==> config.mk <==
export PLATFORM = sky130hd
export DESIGN_NAME = sorted_ready_queue_flat
export DESIGN_NICKNAME = d
export VERILOG_FILES = /design/src/rtl/core/srq_pkg.sv /design/src/rtl/core/srq_in_if.sv /design/src/rtl/core/srq_out_if.sv /design/src/rtl/core/srq_cell.sv /design/src/rtl/core/sorted_ready_queue.sv /design/src/flat_wrapper.sv
export SDC_FILE = /design/constraint.sdc
export NUM_CORES = 2
export LEC_CHECK = 0
export ABC_CLOCK_PERIOD_IN_PS = 14700
export BUFFER_PORTS_ARGS = -buffer_cell sky130_fd_sc_hd__buf_4
export CELL_PAD_IN_SITES_DETAIL_PLACEMENT = 1
export CELL_PAD_IN_SITES_GLOBAL_PLACEMENT = 2
export CORE_AREA = 5 5 356 358
export DETAILED_ROUTE_END_ITERATION = 16
export DIE_AREA = 0 0 361 363
export PLACE_DENSITY = 0.86
export SYNTH_ARGS = -nofsm -noshare
export SYNTH_HDL_FRONTEND = slang
export SYNTH_SLANG_ARGS = --single-unit
==> constraint.sdc <==
create_clock -name clk -period 14.7 [get_ports clk]
set_input_delay 1.47 -clock clk [delete_from_list [all_inputs] [get_ports clk]]
set_output_delay 1.47 -clock clk [all_outputs]
set_load 0.01 [all_outputs]
==> src/rtl/core/srq_pkg.sv <==
// Shared types, constants and key selection for the sorted ready queue.
// No dependencies; compiled first.
package srq_pkg;

    localparam int QUEUE_DEPTH = 16;
    localparam int COUNT_W     = $clog2(QUEUE_DEPTH + 1);
    localparam int PADDR_W     = 3;

    // Register addresses
    localparam logic [PADDR_W-1:0] ADDR_SORT_MODE = 3'd0;

    // Operation codes
    localparam logic OP_INSERT = 1'b0;
    localparam logic OP_POP    = 1'b1;

    // Sort mode codes
    localparam logic [1:0] MODE_NUMBER   = 2'd0;
    localparam logic [1:0] MODE_PRIORITY = 2'd1;
    localparam logic [1:0] MODE_BURST    = 2'd2;

    // Status codes
    localparam logic [1:0] STATUS_DONE  = 2'd0;
    localparam logic [1:0] STATUS_FULL  = 2'd1;
    localparam logic [1:0] STATUS_EMPTY = 2'd2;

    typedef struct packed {
        logic [7:0]  number;
        logic [7:0]  prio;
        logic [7:0]  burst;
        logic [31:0] handle;
    } srq_entry_t;

    // Control word broadcast to every cell
    typedef struct packed {
        logic       ins_en;
        logic       pop_en;
        logic [1:0] mode;
    } srq_ctl_t;

    // Ordering key of an entry; the unused mode code orders by number
    function automatic logic [7:0] key_of(input srq_entry_t e, input logic [1:0] mode);
        logic [7:0] k;
        unique case (mode)
            MODE_PRIORITY: k = e.prio;
            MODE_BURST:    k = e.burst;
            default:       k = e.number;
        endcase
        return k;
    endfunction

endpackage

==> src/rtl/core/srq_in_if.sv <==
// Input channel of the sorted ready queue: valid/ready plus one request word.
// Depends on nothing.
interface srq_in_if;
    logic        valid;
    logic        ready;
    logic        op;
    logic [7:0]  task_number;
    logic [7:0]  task_priority;
    logic [7:0]  task_burst;
    logic [31:0] task_handle;

    modport source (output valid, op, task_number, task_priority, task_burst,
                    task_handle, input ready);
    modport sink   (input valid, op, task_number, task_priority, task_burst,
                    task_handle, output ready);
endinterface

==> src/rtl/core/srq_out_if.sv <==
// Result channel of the sorted ready queue: valid/ready plus one result word.
// Depends on nothing.
interface srq_out_if;
    logic        valid;
    logic        ready;
    logic [1:0]  status;
    logic        out_valid;
    logic [7:0]  out_number;
    logic [7:0]  out_priority;
    logic [7:0]  out_burst;
    logic [31:0] out_handle;
    logic [4:0]  occupancy;

    modport source (output valid, status, out_valid, out_number, out_priority,
                    out_burst, out_handle, occupancy, input ready);
    modport sink   (input valid, status, out_valid, out_number, out_priority,
                    out_burst, out_handle, occupancy, output ready);
endinterface

==> src/rtl/core/srq_cell.sv <==
// One slot of the shifting sorted queue: holds an entry, decides insert/shift.
// Depends on srq_pkg.
module srq_cell
    import srq_pkg::*;
(
    input  logic       clk,
    input  srq_ctl_t   ctl,
    input  logic       head,        // first cell: strict compare
    input  logic       occ,         // slot holds a live entry
    input  logic       left_mark,   // insert point lies left of this cell
    input  srq_entry_t new_entry,
    input  srq_entry_t left_entry,
    input  srq_entry_t right_entry,
    output logic       mark,        // insert point at or left of this cell
    output srq_entry_t entry
);

    srq_entry_t entry_reg;
    srq_entry_t entry_next;
    logic [7:0] my_key;
    logic [7:0] new_key;
    logic       here;

    assign my_key  = key_of(entry_reg, ctl.mode);
    assign new_key = key_of(new_entry, ctl.mode);

    // head goes first only on strictly greater key; later slots on not smaller
    always_comb
    begin
        if (head)
        begin
            here = !occ || (my_key > new_key);
        end
        else
        begin
            here = !occ || (my_key >= new_key);
        end
    end

    assign mark  = left_mark || here;
    assign entry = entry_reg;

    // next slot content
    always_comb
    begin
        entry_next = entry_reg;
        if (ctl.pop_en)
        begin
            entry_next = right_entry;
        end
        else if (ctl.ins_en)
        begin
            if (left_mark)
            begin
                entry_next = left_entry;
            end
            else if (here)
            begin
                entry_next = new_entry;
            end
        end
    end

    always_ff @(posedge clk)
    begin
        entry_reg <= entry_next;
    end

endmodule

==> src/rtl/core/sorted_ready_queue.sv <==
// Sorted ready queue: a row of shifting cells kept in key order.
// Depends on srq_pkg, srq_in_if, srq_out_if and srq_cell.
// An accepted word's result is held in the output register in the next cycle.
// Throughput: one word per cycle while out_ch is ready; cells move in parallel.
// Reset: entry count and sort mode cleared, result register empty;
// slot contents are not cleared and hold no meaning beyond the count.
module sorted_ready_queue
    import srq_pkg::*;
(
    input  logic               clk,
    input  logic               rst_n,
    srq_in_if.sink             in_ch,
    srq_out_if.source          out_ch,
    input  logic               psel,
    input  logic               penable,
    input  logic               pwrite,
    input  logic [PADDR_W-1:0] paddr,
    input  logic [31:0]        pwdata,
    output logic [31:0]        prdata,
    output logic               pready
);

    logic [1:0]         mode_reg;
    logic [COUNT_W-1:0] count_reg;
    logic [COUNT_W-1:0] count_next;

    logic               res_valid_reg;
    logic [1:0]         res_status_reg;
    logic               res_out_valid_reg;
    srq_entry_t         res_entry_reg;
    logic [4:0]         res_occ_reg;

    logic       accept;
    logic       is_full;
    logic       is_empty;
    srq_ctl_t   ctl;
    logic [1:0] status_next;
    srq_entry_t new_entry;

    srq_entry_t cell_entry [QUEUE_DEPTH];
    logic       cell_mark  [QUEUE_DEPTH];

    // register port
    assign pready = 1'b1;

    always_ff @(posedge clk or negedge rst_n)
    begin
        if (!rst_n)
        begin
            mode_reg <= MODE_NUMBER;
        end
        else if (psel && penable && pwrite && pready && (paddr == ADDR_SORT_MODE))
        begin
            mode_reg <= pwdata[1:0];
        end
    end

    always_comb
    begin
        prdata = '0;
        if (paddr == ADDR_SORT_MODE)
        begin
            prdata = {30'd0, mode_reg};
        end
    end

    // handshake
    assign in_ch.ready = !res_valid_reg || out_ch.ready;
    assign accept      = in_ch.valid && in_ch.ready;

    assign is_full  = (count_reg == COUNT_W'(QUEUE_DEPTH));
    assign is_empty = (count_reg == '0);

    assign new_entry.number = in_ch.task_number;
    assign new_entry.prio   = in_ch.task_priority;
    assign new_entry.burst  = in_ch.task_burst;
    assign new_entry.handle = in_ch.task_handle;

    // operation decode
    always_comb
    begin
        ctl.mode    = mode_reg;
        ctl.ins_en  = 1'b0;
        ctl.pop_en  = 1'b0;
        status_next = STATUS_DONE;
        count_next  = count_reg;
        if (accept)
        begin
            unique case (in_ch.op)
                OP_INSERT:
                begin
                    if (is_full)
                    begin
                        status_next = STATUS_FULL;
                    end
                    else
                    begin
                        ctl.ins_en = 1'b1;
                        count_next = count_reg + 1'b1;
                    end
                end
                default:
                begin
                    if (is_empty)
                    begin
                        status_next = STATUS_EMPTY;
                    end
                    else
                    begin
                        ctl.pop_en = 1'b1;
                        count_next = count_reg - 1'b1;
                    end
                end
            endcase
        end
    end

    always_ff @(posedge clk or negedge rst_n)
    begin
        if (!rst_n)
        begin
            count_reg <= '0;
        end
        else
        begin
            count_reg <= count_next;
        end
    end

    // row of cells, head at index 0
    for (genvar g = 0; g < QUEUE_DEPTH; g++)
    begin : g_cell
        logic       occ;
        logic       left_mark;
        srq_entry_t left_entry;
        srq_entry_t right_entry;

        assign occ = (COUNT_W'(g) < count_reg);

        if (g == 0)
        begin : g_head
            assign left_mark  = 1'b0;
            assign left_entry = new_entry;
        end
        else
        begin : g_body
            assign left_mark  = cell_mark[g-1];
            assign left_entry = cell_entry[g-1];
        end

        if (g == QUEUE_DEPTH - 1)
        begin : g_tail
            assign right_entry = cell_entry[g];
        end
        else
        begin : g_inner
            assign right_entry = cell_entry[g+1];
        end

        srq_cell u_cell (
            .clk         (clk),
            .ctl         (ctl),
            .head        (g == 0),
            .occ         (occ),
            .left_mark   (left_mark),
            .new_entry   (new_entry),
            .left_entry  (left_entry),
            .right_entry (right_entry),
            .mark        (cell_mark[g]),
            .entry       (cell_entry[g])
        );
    end

    // result register
    always_ff @(posedge clk or negedge rst_n)
    begin
        if (!rst_n)
        begin
            res_valid_reg <= 1'b0;
        end
        else if (accept)
        begin
            res_valid_reg <= 1'b1;
        end
        else if (out_ch.ready)
        begin
            res_valid_reg <= 1'b0;
        end
    end

    always_ff @(posedge clk)
    begin
        if (accept)
        begin
            res_status_reg    <= status_next;
            res_out_valid_reg <= ctl.pop_en;
            res_entry_reg     <= ctl.pop_en ? cell_entry[0] : '0;
            res_occ_reg       <= 5'(count_next);
        end
    end

    assign out_ch.valid        = res_valid_reg;
    assign out_ch.status       = res_status_reg;
    assign out_ch.out_valid    = res_out_valid_reg;
    assign out_ch.out_number   = res_entry_reg.number;
    assign out_ch.out_priority = res_entry_reg.prio;
    assign out_ch.out_burst    = res_entry_reg.burst;
    assign out_ch.out_handle   = res_entry_reg.handle;
    assign out_ch.occupancy    = res_occ_reg;

endmodule

==> src/flat_wrapper.sv <==
// flat-port wrapper written by rule: the top's interface ports become plain ports
module sorted_ready_queue_flat import srq_pkg::*;
  (clk, rst_n, psel, penable, pwrite, paddr, pwdata, prdata, pready, in_ch_valid, in_ch_op, in_ch_task_number, in_ch_task_priority, in_ch_task_burst, in_ch_task_handle, in_ch_ready, out_ch_valid, out_ch_status, out_ch_out_valid, out_ch_out_number, out_ch_out_priority, out_ch_out_burst, out_ch_out_handle, out_ch_occupancy, out_ch_ready);
  srq_in_if in_ch_i ();
  srq_out_if out_ch_i ();
  input  logic clk;
  input  logic rst_n;
  input  logic psel;
  input  logic penable;
  input  logic pwrite;
  input  logic [PADDR_W-1:0] paddr;
  input  logic [31:0] pwdata;
  output logic [31:0] prdata;
  output logic pready;
  input wire logic [$bits(in_ch_i.valid)-1:0] in_ch_valid;
  input wire logic [$bits(in_ch_i.op)-1:0] in_ch_op;
  input wire logic [$bits(in_ch_i.task_number)-1:0] in_ch_task_number;
  input wire logic [$bits(in_ch_i.task_priority)-1:0] in_ch_task_priority;
  input wire logic [$bits(in_ch_i.task_burst)-1:0] in_ch_task_burst;
  input wire logic [$bits(in_ch_i.task_handle)-1:0] in_ch_task_handle;
  output wire logic [$bits(in_ch_i.ready)-1:0] in_ch_ready;
  output wire logic [$bits(out_ch_i.valid)-1:0] out_ch_valid;
  output wire logic [$bits(out_ch_i.status)-1:0] out_ch_status;
  output wire logic [$bits(out_ch_i.out_valid)-1:0] out_ch_out_valid;
  output wire logic [$bits(out_ch_i.out_number)-1:0] out_ch_out_number;
  output wire logic [$bits(out_ch_i.out_priority)-1:0] out_ch_out_priority;
  output wire logic [$bits(out_ch_i.out_burst)-1:0] out_ch_out_burst;
  output wire logic [$bits(out_ch_i.out_handle)-1:0] out_ch_out_handle;
  output wire logic [$bits(out_ch_i.occupancy)-1:0] out_ch_occupancy;
  input wire logic [$bits(out_ch_i.ready)-1:0] out_ch_ready;
  assign in_ch_i.valid = in_ch_valid;
  assign in_ch_i.op = in_ch_op;
  assign in_ch_i.task_number = in_ch_task_number;
  assign in_ch_i.task_priority = in_ch_task_priority;
  assign in_ch_i.task_burst = in_ch_task_burst;
  assign in_ch_i.task_handle = in_ch_task_handle;
  assign in_ch_ready = in_ch_i.ready;
  assign out_ch_valid = out_ch_i.valid;
  assign out_ch_status = out_ch_i.status;
  assign out_ch_out_valid = out_ch_i.out_valid;
  assign out_ch_out_number = out_ch_i.out_number;
  assign out_ch_out_priority = out_ch_i.out_priority;
  assign out_ch_out_burst = out_ch_i.out_burst;
  assign out_ch_out_handle = out_ch_i.out_handle;
  assign out_ch_occupancy = out_ch_i.occupancy;
  assign out_ch_i.ready = out_ch_ready;
  sorted_ready_queue u_core (.clk(clk), .rst_n(rst_n), .in_ch(in_ch_i), .out_ch(out_ch_i), .psel(psel), .penable(penable), .pwrite(pwrite), .paddr(paddr), .pwdata(pwdata), .prdata(prdata), .pready(pready));
endmodule
Yosys cells after proc, flatten, opt, wreduce, memory -nomap -nowiden --
Cells that the tools add are included.
Operators by class: bitwise operators 1, equal/unequal tests 3, $lt $le $gt $ge 32, add/sub/neg operators 2, reductions and logical operators 88, muxes and demuxes 93
Operators with widths (number):
- 56-bit two-way mux | 61
- 8-bit case mux with 2 select lines | 17
- 8-bit greater-or-equal comparator | 15
- 3-bit nonzero test | 14
- 4-bit by 5-bit < comparator with 1-bit output, first input constant | 8
- 1-bit logical OR | 31
- 2-bit AND reduction | 15
- 3-bit by 5-bit < comparator with 1-bit output, first input constant | 4
- 5-bit two-way mux | 4
- 1-bit logical NOT | 17
- 1-bit by 5-bit < comparator with 1-bit output, first input constant | 2
- 2-bit by 5-bit < comparator with 1-bit output, first input constant | 2
- 8-bit greater-than comparator | 1
- 2-bit two-way mux | 4
- 2-bit nonzero test | 4
- 1-bit two-way mux | 7
- 5-bit by 1-bit adder with 5-bit output, second input constant | 1
- 5-bit == test, second input constant | 1
- 5-bit logical NOT | 1
- 5-bit by 1-bit subtractor with 5-bit output, second input constant | 1
- 1-bit logical AND | 4
- 3-bit logical NOT | 1
- 3-bit AND reduction | 1
- 2-bit by 1-bit == test with 1-bit output, second input constant | 1
- other kinds (2) | 2
Storage, ports and cells: bits of input ports 99, register bits after elaboration 968, output and inout bits 99

Longest topological paths before layout --
depth in word-level cells 20, depth in mapped cells 27, gate-level depth less buffers 14

Modules after synthesis --
A second synthesis with hierarchy kept.
Unflattened totals: cells, all modules 5537, area total of the unflattened synthesis 58494.9 um^2
Modules (own cells, without submodules):
- srq_cell (u_core.g_cell[15].u_cell ...) | cells each 331, seq. area each 1681.6 um^2, area each 3453.3 um^2, instances 10
- srq_cell (u_core.g_cell[0].u_cell ...) | cells each 330, seq. area each 1681.6 um^2, area each 3439.5 um^2, instances 6
- sorted_ready_queue | cells each 247, seq. area each 2122.0 um^2, area each 3324.4 um^2, instances 1

Worst setup path before layout --
No wires, ideal clock.
path type register to register, start point register u_core.mode_reg[0], end point register u_core.g_cell[12].u_cell.entry_reg (netlist bit u_core.g_cell[12].u_cell.entry[0]), enable pin, data arrival time 7955 ps, stages on the path, launching flop included 23, setup slack 6241 ps, required time 14197 ps, cells stage by stage dfrtp_1 inv_1 ha_1 buf_2 buf_4 buf_4 buf_2 buf_2 clkbuf_1 clkbuf_1 clkbuf_1 a221o_1 o21ai_0 ha_1 o211a_1 nand3_1 or3_1 o311a_1 o2111a_1 nand4_1 nor2_1 clkbuf_1 a31oi_1
Between the ends: longest elaborated chain between the ends 17, elaborated cells between the ends (all ways) 55
Ends and longest elaborated chain:
- start, declared | line sorted_ready_queue.sv:23 | logic [1:0] mode_reg;
- start signal, assigned | line sorted_ready_queue.sv:54 | mode_reg <= pwdata[1:0];
- 2-bit == test or 2-bit by 1-bit == test with 1-bit output (tied branches) | line srq_pkg.sv:43 | unique case (mode)
- 8-bit case mux with 2 select lines | line srq_pkg.sv:43
- 8-bit greater-than comparator or 8-bit greater-or-equal comparator (tied branches) | line srq_cell.sv:32, srq_cell.sv:36
- 1-bit logical OR (on tied branches) | line srq_cell.sv:32, srq_cell.sv:36
- 1-bit logical OR (11 in series) | line srq_cell.sv:40 | assign mark = left_mark || here;
- 3-bit nonzero test (no line) *
- 2-bit AND reduction (no line) *
- end signal, assigned | line srq_cell.sv:66 | entry_reg <= entry_next;
- end, declared | line srq_cell.sv:18 | srq_entry_t entry_reg;
Every way passes the cells marked *; elsewhere a longest branch is shown, timed or not. A chain may end at the register's enable or synchronous reset.

Worst setup path after layout --
start point register u_core.mode_reg[0], end point register u_core.g_cell[13].u_cell.entry_reg (netlist bit u_core.g_cell[13].u_cell.entry[20]), enable pin
Between the ends: longest elaborated chain between the ends 18, elaborated cells between the ends (all ways) 59
Ends and longest elaborated chain (line):
- 2-bit == test or 2-bit by 1-bit == test with 1-bit output (tied branches) | srq_pkg.sv:43
- 8-bit case mux with 2 select lines | srq_pkg.sv:43
- 8-bit greater-than comparator or 8-bit greater-or-equal comparator (tied branches) | srq_cell.sv:32, srq_cell.sv:36
- 1-bit logical OR (on tied branches) | srq_cell.sv:32, srq_cell.sv:36
- 1-bit logical OR (12 in series) | srq_cell.sv:40
- 3-bit nonzero test (no line) *
- 2-bit AND reduction (no line) *
- end signal, assigned | srq_cell.sv:66
- end, declared | srq_cell.sv:18
Marks and branches as above.

==> summary.txt <==
Run status
  – Status: completed

Clock network
  – Root Driver: clkbuf_16
  – Post-cts resize count: 0
  – H-tree depth: 3
  – CTS clock-pin slew for the worst setup and hold paths: 60 ps
  – Post-CTS setup buffers: 0
  – Sink Count: 968
  – Clk Latency, worst-skew pair: 730 ps
  – Post-cts hold buffer count: 0
  – Clk buf depth: 3
  – CTS tree: yes
  – CTS Buf Count: 112

Power
  – Design Power: 16.2 mW
  – LEAKAGE: 21.1 nW
  – PD cells: 269 mW/mm2
  – Maximum VDD drop: 0.506 mV

Worst hold path
  – HP Class: flip-flop to flip-flop
  – Worst Hold End: u_core.g_cell[0].u_cell.entry[27]
  – Cells on Worst Hold Path: 1
  – Worst min-delay path startpoint: u_core.g_cell[1].u_cell.entry[27]

Critical path
  – Crit Reg-Reg Startpoint: u_core.mode_reg[0]
  – CP bufs+invs: 8
  – Crit-path cells: inv_1 -> ha_4 -> buf_4 -> buf_4 -> nor2b_1 -> or2_1 -> nand3_1 -> a31oi_4 -> buf_4 -> a21oi_4 -> buf_12 -> nand4_1 -> buf_4 -> nor2_1 -> buf_4 -> a31oi_4 -> buf_4
  – Critical path class: flip-flop to flip-flop
  – R2R depth: 17
  – Crit path DAT: 8600 ps
  – CP Launch Type: flip-flop
  – Crit path capture type: flip-flop
  – Reg-to-reg slack, setup: 6420 ps
  – Delay-heaviest family, CP: buffers and inverters
  – Worst-path fanout max: 117
  – Crit-path slowest cell: a31oi_4
  – Worst EP required: 15,020 ps
  – Max stage delay on crit path: 880 ps
  – Reg2reg end: u_core.g_cell[13].u_cell.entry[20]
  – Cell mode on critical path: buf_4
  – Worst path depth: 17

STA
  – Final setup fails: 0
  – Slew @ Worst Pin: 1280 ps
  – Final Skew: 41.0 ps
  – Setup total negative slack: 0 ps
  – Hold slack: 532 ps
  – Fmax: 121 MHz
  – Final worst-path cycle share: 0.563
  – Final hold vios: 0
  – RSZ-0062 raised after global routing: false
  – Fin. max-slew vios: 0
  – Max transition margin: 0.138
  – Fin crit period: 8280 ps

Cells and area
  – Layout area overhead: 9.66%
  – Nets: 5,329
  – Register area: 0.0290 mm2
  – # fillers: 13,300
  – Layout cell share with drive strength beyond 1: 0.0994
  – Design Area, Final: 0.0604 mm2
  – Final Util: 0.491
  – Multi-input gate area: 0.0237 mm2
  – Max reg flops: 896

Yosys
  – Synth area leaders: edfxtp_1, nand2_1, mux2i_1, o21ai_0, a31oi_1
  – Cell count after synthesis: 5,376
  – Seq/Total Area, Yosys: 0.527
  – Syn_area_per_cell: 10.2 um2
  – Yosys warns: 0
  – Largest area contributor in the netlist: edfxtp_1
  – Async set or reset register ratio after synthesis: 0.00826
  – Synth cell types: 85
  – Yosys top cell area share: 0.524
  – Number of synthesized flops with an enable pin: 960
  – Top-count cell post-synth: edfxtp_1
  – Mapped Area: 0.0550 mm2
  – Synth Flop Type: edfxtp_1
  – #FFs+latches synth: 968
  – Commonest cells in the netlist: edfxtp_1, nand2_1, o21ai_0

GRT
  – Largest net degree at the start of global routing: 245
  – First-pass GRT wire length: 310 mm
  – Initial antenna violation count: 9
  – Gr ovfl total: 0
  – Vias in the first global route: 46,400
  – Tot GR Track Use: 0.309

Route
  – Drt pass-1 iters: 6
  – Antenna viol nets, final: 0
  – Routed len/inst: 30.8 um
  – Routed vias/inst: 6.79
  – Final wirelength: 212 mm
  – DRT iter0 DRCs: 5,614
  – DR DRC count: 0
  – Routed via count: 46,700

Floorplanning
  – # rows: 129
  – Chip width: 361 um
  – Core Footprint: 0.123 mm2
  – Initial core utilization: 0.448
  – Die Ht: 363 um
  – I/O pins: 198
  – Die Area: 0.131 mm2

Placement
  – Area after DPL: 0.0567 mm2
  – GPL Wtd Cong: 0.878
  – Number of buffers added on ports: 136
  – Detailed placement HPWL: 121 mm

Run
  – # Max-Cap Violations: 0
[worst max path at each step]
stage                            start                                  to
global route        u_core.mode_reg[0]  u_core.g_cell[12].u_cell.entry[49]
finish              u_core.mode_reg[0]  u_core.g_cell[13].u_cell.entry[20]
detailed placement  u_core.mode_reg[0]  u_core.g_cell[12].u_cell.entry[18]
CTS                 u_core.mode_reg[0]  u_core.g_cell[13].u_cell.entry[30]
global placement    u_core.mode_reg[0]  u_core.g_cell[13].u_cell.entry[24]
floorplan           u_core.mode_reg[0]   u_core.g_cell[12].u_cell.entry[0]
[routing by layer]
metal	vias to the layer above	wire, um	GRT usage
li1	20000	-	-
met1	23900	86600	0.415
met2	2382	98200	0.500
met3	422	17500	0.0493
met4	2	9870	0.134
met5	-	13	0
[metrics by stage]
stage | instances | setup WS [ps]
after floorplan | 5405 | 6240
after global placement | 6659 | 6800
after detailed placement | 6659 | 6720
after CTS | 6870 | 6570
after global routing | 6875 | 6260
final | 6879 | 6420
[layout make-up]
cell class	instances	area share
Multi-Input combinational cell	3796	0.392
Inverter	23	0.00158
Clock inverter	65	0.0103
Clock buffer	146	0.0497
Tap cell	1637	0.0339
Antenna cell	9	0.000373
Sequential cell	968	0.481
Timing Repair Buffer	235	0.0307
[power by group]
part	leakage, nW	internal [mW]	switching [mW]
Sequential	9.18	4.45	0.622
Combinational	10.2	2.19	6.12
Clock	1.78	1.61	1.22
[layout by cell type, fill, tap and decap left out, types with 8 or more instances in the layout]
master / Yosys / final
a21o_1: 59 / 59
bufinv_16: 0 / 10
conb_1: 2 / 31
nor2b_1: 10 / 10
a22oi_1: 93 / 93
nand2b_1: 18 / 18
nor2_1: 313 / 308
mux2_4: 40 / 40
edfxtp_1: 960 / 960
mux2_2: 17 / 17
a221o_1: 163 / 163
inv_1: 23 / 20
a221oi_1: 12 / 12
a22o_1: 8 / 8
buf_4: 41 / 228
dfrtp_1: 8 / 8
a41oi_1: 27 / 27
ha_1: 94 / 92
nand4_1: 146 / 146
o211ai_1: 57 / 57
o2111ai_1: 9 / 9
o31ai_1: 117 / 116
a211oi_1: 14 / 14
o21ai_1: 4 / 8
mux2i_1: 279 / 279
clkinv_1: 0 / 21
nand2_1: 838 / 836
clkinv_2: 0 / 25
clkbuf_1: 419 / 28
o311ai_0: 52 / 52
and2_1: 118 / 117
a21oi_1: 200 / 190
clkbuf_16: 0 / 113
a31oi_1: 270 / 266
nand3_1: 220 / 218
a21oi_4: 1 / 11
diode_2: 0 / 9
maj3_1: 10 / 10
o21ai_0: 477 / 472
[cells by family after synthesis]
group / share of synthesized area
fa+ha+maj: 0.0236
flops: 0.527
buf+inv: 0.0505
xor+xnor: 0.000955
mux: 0.0651
simple gates: 0.136
other cells: 0.000136
compound gates: 0.196
No activity file was read; power rests on OpenSTA's default activity.
